===== config.mk =====
export PLATFORM = sky130hd
export DESIGN_NAME = refcounted_slot_pool
export DESIGN_NICKNAME = d
export VERILOG_FILES = /design/src/rtl/rsp_pkg.sv /design/src/rtl/rsp_ctrl.sv /design/src/rtl/rsp_datapath.sv /design/src/rtl/refcounted_slot_pool.sv
export SDC_FILE = /design/constraint.sdc
export NUM_CORES = 2
export LEC_CHECK = 0
export CAP_MARGIN = 20
export CORE_MARGIN = 2
export CORE_UTILIZATION = 65
export DETAILED_ROUTE_END_ITERATION = 16
export DONT_BUFFER_PORTS = 1
export PLACE_DENSITY = 0.81
export SLEW_MARGIN = 20
export SYNTH_ARGS = -nofsm -noshare
export SYNTH_HDL_FRONTEND = slang
export SYNTH_SLANG_ARGS = --single-unit

===== constraint.sdc =====
create_clock -name clk_i -period 8.3 [get_ports clk_i]
set_input_delay 1.245 -clock clk_i [delete_from_list [all_inputs] [get_ports clk_i]]
set_output_delay 1.245 -clock clk_i [all_outputs]
set_load 0.01 [all_outputs]

===== src/rtl/rsp_pkg.sv =====
// Shared types and constants for the reference-counted slot pool.
// Used by rsp_ctrl, rsp_datapath and refcounted_slot_pool; depends on nothing.
package rsp_pkg;

  localparam int OPCODE_W  = 3;
  localparam int SLOT_W    = 4;
  localparam int ID_W      = 32;
  localparam int STATUS_W  = 3;
  localparam int COUNT_W   = 5;
  localparam int REF_W     = 8;
  localparam int MAX_SLOTS = 16;
  localparam int IN_W      = 40;
  localparam int OUT_W     = 48;

  localparam logic [OPCODE_W-1:0] OP_LOAD    = 3'd0;
  localparam logic [OPCODE_W-1:0] OP_GET     = 3'd1;
  localparam logic [OPCODE_W-1:0] OP_FIND    = 3'd2;
  localparam logic [OPCODE_W-1:0] OP_HOLD    = 3'd3;
  localparam logic [OPCODE_W-1:0] OP_RELEASE = 3'd4;

  localparam logic [STATUS_W-1:0] ST_OK        = 3'd0;
  localparam logic [STATUS_W-1:0] ST_NO_FREE   = 3'd1;
  localparam logic [STATUS_W-1:0] ST_NOT_FOUND = 3'd2;
  localparam logic [STATUS_W-1:0] ST_RANGE     = 3'd3;
  localparam logic [STATUS_W-1:0] ST_UNUSED    = 3'd4;
  localparam logic [STATUS_W-1:0] ST_SATURATED = 3'd5;

  typedef enum logic [2:0] {
    ACT_NONE,
    ACT_WRITE_ID,
    ACT_INC,
    ACT_DEC,
    ACT_CLAIM
  } rsp_act_e;

  typedef enum logic [1:0] {
    RID_ZERO,
    RID_REQ,
    RID_STORED
  } rsp_rid_e;

  typedef struct packed {
    logic load_req;
    logic exec;
    logic commit;
    logic cfg_wr;
    logic sweep_step;
  } rsp_cmd_t;

  typedef struct packed {
    logic out_full;
    logic sweep_last;
  } rsp_stat_t;

endpackage


===== src/rtl/rsp_ctrl.sv =====
// Sequencing state machine of the slot pool: request decode, commit and recount.
// Depends on rsp_pkg; drives the command struct of rsp_datapath.
module rsp_ctrl
  import rsp_pkg::*;
(
  input  logic      clk_i,
  input  logic      rst_ni,
  input  logic      s_valid_i,
  output logic      s_ready_o,
  input  logic      cfg_valid_i,
  output logic      cfg_ready_o,
  input  rsp_stat_t stat_i,
  output rsp_cmd_t  cmd_o
);

  localparam logic [1:0] S_IDLE   = 2'd0;
  localparam logic [1:0] S_EXEC   = 2'd1;
  localparam logic [1:0] S_COMMIT = 2'd2;
  localparam logic [1:0] S_SWEEP  = 2'd3;

  logic [1:0] state_q, state_d;

  always_comb begin
    state_d     = state_q;
    s_ready_o   = 1'b0;
    cfg_ready_o = 1'b0;
    cmd_o       = '0;
    unique case (state_q)
      S_IDLE: begin
        cfg_ready_o = 1'b1;
        s_ready_o   = !cfg_valid_i;
        if (cfg_valid_i) begin
          cmd_o.cfg_wr = 1'b1;
          state_d      = S_SWEEP;
        end else if (s_valid_i) begin
          cmd_o.load_req = 1'b1;
          state_d        = S_EXEC;
        end
      end
      S_EXEC: begin
        cmd_o.exec = 1'b1;
        state_d    = S_COMMIT;
      end
      S_COMMIT: begin
        if (!stat_i.out_full) begin
          cmd_o.commit = 1'b1;
          s_ready_o    = 1'b1;
          if (s_valid_i) begin
            cmd_o.load_req = 1'b1;
            state_d        = S_EXEC;
          end else begin
            state_d = S_IDLE;
          end
        end
      end
      S_SWEEP: begin
        cmd_o.sweep_step = 1'b1;
        if (stat_i.sweep_last) begin
          state_d = S_IDLE;
        end
      end
      default: state_d = S_IDLE;
    endcase
  end

  always_ff @(posedge clk_i or negedge rst_ni) begin
    if (!rst_ni) begin
      state_q <= S_IDLE;
    end else begin
      state_q <= state_d;
    end
  end

endmodule


===== src/rtl/rsp_datapath.sv =====
// Datapath of the slot pool: identifier and count storage, slot search,
// free counter, recount sweep and result register. Depends on rsp_pkg.
module rsp_datapath
  import rsp_pkg::*;
#(
  parameter int HW_SLOTS = 16
) (
  input  logic                clk_i,
  input  logic                rst_ni,
  input  rsp_cmd_t            cmd_i,
  output rsp_stat_t           stat_o,
  input  logic [IN_W-1:0]     in_word_i,
  input  logic [COUNT_W-1:0]  cfg_data_i,
  output logic                out_valid_o,
  input  logic                out_ready_i,
  output logic [OUT_W-1:0]    out_word_o
);

  localparam int IDX_W = (HW_SLOTS > 1) ? $clog2(HW_SLOTS) : 1;
  localparam logic [COUNT_W-1:0] HW_CNT = COUNT_W'(HW_SLOTS);
  localparam logic [SLOT_W-1:0] LAST_SLOT = SLOT_W'(HW_SLOTS - 1);

  logic [COUNT_W-1:0]  num_q;
  logic [COUNT_W-1:0]  eff;
  logic [OPCODE_W-1:0] op_q;
  logic [SLOT_W-1:0]   idx_q;
  logic [ID_W-1:0]     sid_q;
  logic [ID_W-1:0]     ids_q [HW_SLOTS];
  logic [REF_W-1:0]    cnt_q [HW_SLOTS];
  logic [COUNT_W-1:0]  free_q, free_d;
  logic [SLOT_W-1:0]   sw_q;
  logic [MAX_SLOTS-1:0] zero_v, sat_v, live_v, match_v;

  logic                in_range;
  logic                free_hit, match_hit;
  logic [SLOT_W-1:0]   free_idx, match_idx;
  logic [STATUS_W-1:0] st_d;
  logic [SLOT_W-1:0]   rslot_d;
  rsp_act_e            act_d;
  rsp_rid_e            rid_d;

  logic [STATUS_W-1:0] st_q;
  logic [SLOT_W-1:0]   tgt_q;
  rsp_act_e            act_q;
  rsp_rid_e            rid_q;

  logic [IDX_W-1:0]    tgt_a;
  logic [ID_W-1:0]     rd_id;
  logic [REF_W-1:0]    rd_cnt;
  logic [ID_W-1:0]     res_id;

  logic                out_valid_q;
  logic [OUT_W-1:0]    out_word_q;

  always_comb begin
    eff = num_q;
    if (eff > HW_CNT) begin
      eff = HW_CNT;
    end
    if (eff == '0) begin
      eff = COUNT_W'(1);
    end
  end

  always_comb begin
    zero_v  = '0;
    sat_v   = '0;
    live_v  = '0;
    match_v = '0;
    for (int i = 0; i < HW_SLOTS; i++) begin
      zero_v[i]  = (cnt_q[i] == '0);
      sat_v[i]   = (cnt_q[i] == '1);
      live_v[i]  = (COUNT_W'(i) < eff);
      match_v[i] = (ids_q[i] == sid_q);
    end
  end

  always_comb begin
    free_hit  = 1'b0;
    match_hit = 1'b0;
    free_idx  = '0;
    match_idx = '0;
    for (int i = HW_SLOTS - 1; i >= 0; i--) begin
      if (live_v[i] && zero_v[i]) begin
        free_hit = 1'b1;
        free_idx = SLOT_W'(i);
      end
      if (live_v[i] && !zero_v[i] && match_v[i]) begin
        match_hit = 1'b1;
        match_idx = SLOT_W'(i);
      end
    end
  end

  assign in_range = ({1'b0, idx_q} < eff);

  always_comb begin
    st_d    = ST_OK;
    rslot_d = '0;
    act_d   = ACT_NONE;
    rid_d   = RID_ZERO;
    unique case (op_q)
      OP_LOAD: begin
        rslot_d = idx_q;
        if (!in_range) begin
          st_d = ST_RANGE;
        end else begin
          act_d = ACT_WRITE_ID;
          rid_d = RID_REQ;
        end
      end
      OP_HOLD, OP_RELEASE: begin
        rslot_d = idx_q;
        if (!in_range) begin
          st_d = ST_RANGE;
        end else begin
          rid_d = RID_STORED;
          priority if (zero_v[idx_q]) begin
            st_d = ST_UNUSED;
          end else if (op_q == OP_RELEASE) begin
            act_d = ACT_DEC;
          end else if (sat_v[idx_q]) begin
            st_d = ST_SATURATED;
          end else begin
            act_d = ACT_INC;
          end
        end
      end
      OP_GET: begin
        if (free_hit) begin
          rslot_d = free_idx;
          act_d   = ACT_CLAIM;
          rid_d   = RID_STORED;
        end else begin
          st_d = ST_NO_FREE;
        end
      end
      OP_FIND: begin
        if (match_hit) begin
          rslot_d = match_idx;
          rid_d   = RID_REQ;
        end else begin
          st_d = ST_NOT_FOUND;
        end
      end
      default: st_d = ST_OK;
    endcase
  end

  always_ff @(posedge clk_i) begin
    if (cmd_i.load_req) begin
      op_q  <= in_word_i[OPCODE_W-1:0];
      idx_q <= in_word_i[OPCODE_W+SLOT_W-1:OPCODE_W];
      sid_q <= in_word_i[OPCODE_W+SLOT_W+ID_W-1:OPCODE_W+SLOT_W];
    end
    if (cmd_i.exec) begin
      st_q  <= st_d;
      tgt_q <= rslot_d;
      act_q <= act_d;
      rid_q <= rid_d;
    end
  end

  assign tgt_a  = tgt_q[IDX_W-1:0];
  assign rd_id  = ids_q[tgt_a];
  assign rd_cnt = cnt_q[tgt_a];

  always_comb begin
    unique case (rid_q)
      RID_REQ:    res_id = sid_q;
      RID_STORED: res_id = rd_id;
      default:    res_id = '0;
    endcase
  end

  always_comb begin
    free_d = free_q;
    if (act_q == ACT_CLAIM && free_q != '0) begin
      free_d = free_q - COUNT_W'(1);
    end
    if (act_q == ACT_DEC && rd_cnt == REF_W'(1)) begin
      free_d = free_q + COUNT_W'(1);
    end
  end

  always_ff @(posedge clk_i) begin
    if (cmd_i.commit && act_q == ACT_WRITE_ID) begin
      ids_q[tgt_a] <= sid_q;
    end
  end

  always_ff @(posedge clk_i or negedge rst_ni) begin
    if (!rst_ni) begin
      for (int i = 0; i < HW_SLOTS; i++) begin
        cnt_q[i] <= '0;
      end
    end else if (cmd_i.commit) begin
      unique case (act_q)
        ACT_INC:   cnt_q[tgt_a] <= rd_cnt + REF_W'(1);
        ACT_DEC:   cnt_q[tgt_a] <= rd_cnt - REF_W'(1);
        ACT_CLAIM: cnt_q[tgt_a] <= REF_W'(1);
        default:   cnt_q[tgt_a] <= rd_cnt;
      endcase
    end
  end

  always_ff @(posedge clk_i or negedge rst_ni) begin
    if (!rst_ni) begin
      num_q  <= COUNT_W'(MAX_SLOTS);
      free_q <= HW_CNT;
      sw_q   <= '0;
    end else if (cmd_i.cfg_wr) begin
      num_q  <= cfg_data_i;
      free_q <= '0;
      sw_q   <= '0;
    end else if (cmd_i.sweep_step) begin
      if (live_v[sw_q] && zero_v[sw_q]) begin
        free_q <= free_q + COUNT_W'(1);
      end
      sw_q <= sw_q + SLOT_W'(1);
    end else if (cmd_i.commit) begin
      free_q <= free_d;
    end
  end

  always_ff @(posedge clk_i or negedge rst_ni) begin
    if (!rst_ni) begin
      out_valid_q <= 1'b0;
    end else if (cmd_i.commit) begin
      out_valid_q <= 1'b1;
    end else if (out_ready_i) begin
      out_valid_q <= 1'b0;
    end
  end

  always_ff @(posedge clk_i) begin
    if (cmd_i.commit) begin
      out_word_q <= {4'b0, free_d, res_id, tgt_q, st_q};
    end
  end

  assign stat_o.out_full   = out_valid_q && !out_ready_i;
  assign stat_o.sweep_last = (sw_q == LAST_SLOT);
  assign out_valid_o       = out_valid_q;
  assign out_word_o        = out_word_q;

endmodule


===== src/rtl/refcounted_slot_pool.sv =====
// Top level of the reference-counted slot pool: stream ports, config port,
// controller and datapath. Depends on rsp_pkg, rsp_ctrl and rsp_datapath.
//
// Each request word is decoded and the slots searched in the execute state
// (lowest free slot, lowest matching in-use slot); the commit state updates
// the chosen slot's count or identifier and loads the result register. A new
// request word is accepted in the commit state of the one before, as long as
// the result register is drained; a result that is not taken holds the commit
// step. A write of num_slots starts a recount of the free slots that visits
// one slot per cycle over min(POOL_SLOTS, 16) slots, accepting no requests.
module refcounted_slot_pool
  import rsp_pkg::*;
#(
  parameter int POOL_SLOTS = 16
) (
  input  logic                clk_i,
  input  logic                rst_ni,
  input  logic                s_axis_tvalid,
  output logic                s_axis_tready,
  // Fields from bit 0: opcode[2:0], slot_index[6:3], surface_id[38:7].
  input  logic [IN_W-1:0]     s_axis_tdata,
  output logic                m_axis_tvalid,
  input  logic                m_axis_tready,
  // Fields from bit 0: status[2:0], result_slot[6:3], result_id[38:7],
  // free_count[43:39].
  output logic [OUT_W-1:0]    m_axis_tdata,
  input  logic                cfg_valid_i,
  output logic                cfg_ready_o,
  input  logic [COUNT_W-1:0]  cfg_data_i
);

  localparam int HW_SLOTS = (POOL_SLOTS < MAX_SLOTS) ? POOL_SLOTS : MAX_SLOTS;

  rsp_cmd_t  cmd;
  rsp_stat_t stat;

  rsp_ctrl u_ctrl (
    .clk_i       (clk_i),
    .rst_ni      (rst_ni),
    .s_valid_i   (s_axis_tvalid),
    .s_ready_o   (s_axis_tready),
    .cfg_valid_i (cfg_valid_i),
    .cfg_ready_o (cfg_ready_o),
    .stat_i      (stat),
    .cmd_o       (cmd)
  );

  rsp_datapath #(
    .HW_SLOTS (HW_SLOTS)
  ) u_datapath (
    .clk_i       (clk_i),
    .rst_ni      (rst_ni),
    .cmd_i       (cmd),
    .stat_o      (stat),
    .in_word_i   (s_axis_tdata),
    .cfg_data_i  (cfg_data_i),
    .out_valid_o (m_axis_tvalid),
    .out_ready_i (m_axis_tready),
    .out_word_o  (m_axis_tdata)
  );

endmodule

==> reports/results.txt <==
outcome -> finished, final reports clean
Sum Neg Setup Slack -> 0 ps
WP buf/inv -> 2
# resized after CTS -> 0
Top Family by Delay on Critical Path -> simple AND/OR/NAND/NOR gates
Starting DRT DRC Count -> 3849
FF-to-FF setup slack -> 3960 ps
Cell Area, Synth -> 38400 µm²
global route overflow -> 0
Hold Violations, Final -> 0
H-tree depth -> 3
area grow syn2layout -> 9.00%
Slew Limit Headroom -> 0.231
Hold Crit Class -> in -> async
multiplexer area fraction after synthesis -> 0.118
Post-synth ARST share -> 0.192
CP max-delay cell -> clkinv_2
Initial Util -> 0.654
critical path peak fanout -> 51
vias per cell -> 7.13
Fillers -> 3843
initial antenna violation count -> 5
register area -> 21900 µm²
Die H -> 247 µm
Reg clk slew, reported paths -> 60 ps
share of power burned in registers -> 0.403
RSZ-0062 raised after global routing -> no
first-pass GRT wire length -> 170000 µm
Synth Area in Compound Gates -> 0.0656
post-route ant nets -> 0
Post-synth EDFFs -> 607
vias in the first global route -> 24600
Avg Cell Area, Syn -> 13.7 µm²
fin util -> 0.713
Sw Share -> 0.362
Die X -> 247 µm
final setup fails -> 0
Skew-Pair Late Insertion Delay -> 640 ps
GPL Wtd Cong -> 0.996
largest net degree at the start of global routing -> 146
Worst path depth -> 5
max-slew violation count -> 0
clock power share -> 0.274
Power Internal -> 0.00820 W
slew of the pin with the lowest slew margin -> 1140 ps
most frequent cells in the layout -> edfxtp_1, xor2_1, mux4_2
DRC -> 0
crit-path cells -> nor2b_1 -> or2_2 -> clkinv_2 -> buf_4 -> or2_2
Worst VDD drop -> 0.253 mV
TritonCTS Sinks -> 756
register bit count reported by yosys -> 756
CTS Root Cell -> clkbuf_16
die area -> 61000 µm²
final worst path period need -> 4870 ps
largest family of logic cells by synthesized area -> XOR/XNOR gates
Max Freq -> 205 MHz
CP peak stage delay -> 610 ps
critical path startpoint category -> input pin
Crit Path Class -> in -> out
hpwl dp -> 83000 µm
Critical Path Start -> m_axis_tready
Synth Warn # -> 0
CTS tree -> built
pwr dens -> 307 nW/µm²
Max-Cap Viols -> 0
leading register cell type out of synthesis -> edfxtp_1
switching pwr -> 0.00466 W
critical path capture point type -> output port
Worst R2R Start -> u_datapath.tgt_a[0]
Port Buffer Count -> 0
Reg2Reg Depth -> 12
Synth Area in Simple Gates -> 0.0994
Netlist cell types -> 84
Cells after Synth -> 2809
combinational power share -> 0.323
CP most frequent cell -> or2_2
routed len/inst -> 32.9 µm
Max Buffers Root-to-Sink -> 3
# Post-CTS Setup Buffers -> 0
Clock Skew -> 23.0 ps
routed via count -> 25700
CP endpoint -> s_axis_tready
share of cells above drive strength 1 -> 0.159
cts hold-fix bufs -> 0
Total GRT Usage -> 0.394
core area -> 58700 µm²
CP arrival -> 3620 ps
Num CTS Buffers -> 80
I/O Pins -> 101
post-synthesis sequential area ratio -> 0.572
routed wire length -> 119000 µm
Final period util -> 0.586
cell row count -> 89
Synth Area in XOR/XNOR -> 0.119
most common cell after layout, fill and taps aside -> edfxtp_1
DR pass1 iterations -> 6
area of the multi-input gates -> 15700 µm²
final net count -> 2836
Post-Synth Adder-Cell Area -> 0.00359
WP data required -> 7050 ps
leakage power -> 14.1 nW
==> power by group through the flow <==
stage	clock network [W]	registers [W]	logic, W
after floorplan	0	0.00495	0.00287
after global placement	0	0.00521	0.00394
after detailed placement	0	0.00523	0.00402
after CTS	0.00353	0.00516	0.00405
after global routing	0.00368	0.00523	0.00435
final	0.00352	0.00518	0.00416
==> metal layers <==
layer	wire length (µm)	up-vias	global-route usage	share of wire
met4	5440	2	0.156	0.046
li1	-	10700	-	-
met5	13	-	0	0.00011
met2	54300	1721	0.596	0.46
met3	13100	247	0.0840	0.11
met1	45800	13100	0.565	0.39
==> area by class of cell <==
cell class / instances / area share
diodes: 1 / 0.0000598
clock buffers: 96 / 0.0503
clock inverters: 46 / 0.0101
inverters: 16 / 0.00147
multi-input cells: 1852 / 0.376
flip-flops and latches: 756 / 0.525
well taps: 773 / 0.0231
repair buffers: 69 / 0.0145
==> synthesized netlist by cell type, types with 17 or more instances <==
cell type	count	area share
edfxtp_1	607	0.47
xor2_1	419	0.096
a21oi_1	99	0.013
nor4_1	145	0.024
dfrtp_1	143	0.093
nand2_1	192	0.019
clkbuf_1	123	0.012
nand3_1	48	0.0063
buf_2	38	0.0050
nand4_1	67	0.011
nor3_1	43	0.0056
xnor2_1	102	0.023
nor2b_1	17	0.0028
nor2_1	163	0.016
mux4_2	198	0.12
o21ai_0	97	0.013
a22oi_1	35	0.0068
==> worst min path at each step <==
| stage | cells after the start | slack, ps | endpoint |
|---|---|---|---|
| 2_1_floorplan | 0 | 400 | u_datapath.out_word_o[0] |
| 3_3_place_gp | 0 | 400 | u_datapath.out_word_o[2] |
| 3_5_place_dp | 0 | 410 | u_datapath.out_word_o[1] |
| 4_1_cts | 0 | 280 | asynchronous set/reset pin |
| 5_1_grt | 0 | 290 | asynchronous set/reset pin |
| 6_report | 0 | 300 | u_datapath.free_q[0] |
==> kinds of logic (layout without fill, tap and decap cells) <==
logic type,Yosys count,after routing
AOI/OAI and AO/OA,361,361
xor gates and xnor gates,521,521
adders and majority gates,11,11
buffers and inverters,204,227
DFF,756,756
muxes,204,204
other,1,5
and+or+nand+nor,751,751
==> per-stage QoR <==
step | worst slack (ps) | cell area (µm²) | power [W] | std cells | hold slack (ps)
6_report | 3430 | 41800 | 0.0129 | 3609 | 305
5_1_grt | 3350 | 41800 | 0.0133 | 3608 | 288
4_1_cts | 3570 | 41700 | 0.0127 | 3602 | 284
3_5_place_dp | 3570 | 39200 | 0.00925 | 3460 | 406
3_3_place_gp | 3640 | 39200 | 0.00915 | 3460 | 403
2_1_floorplan | 3050 | 38400 | 0.00782 | 2812 | 400
Note: power is estimated with default switching activity, not from simulation.
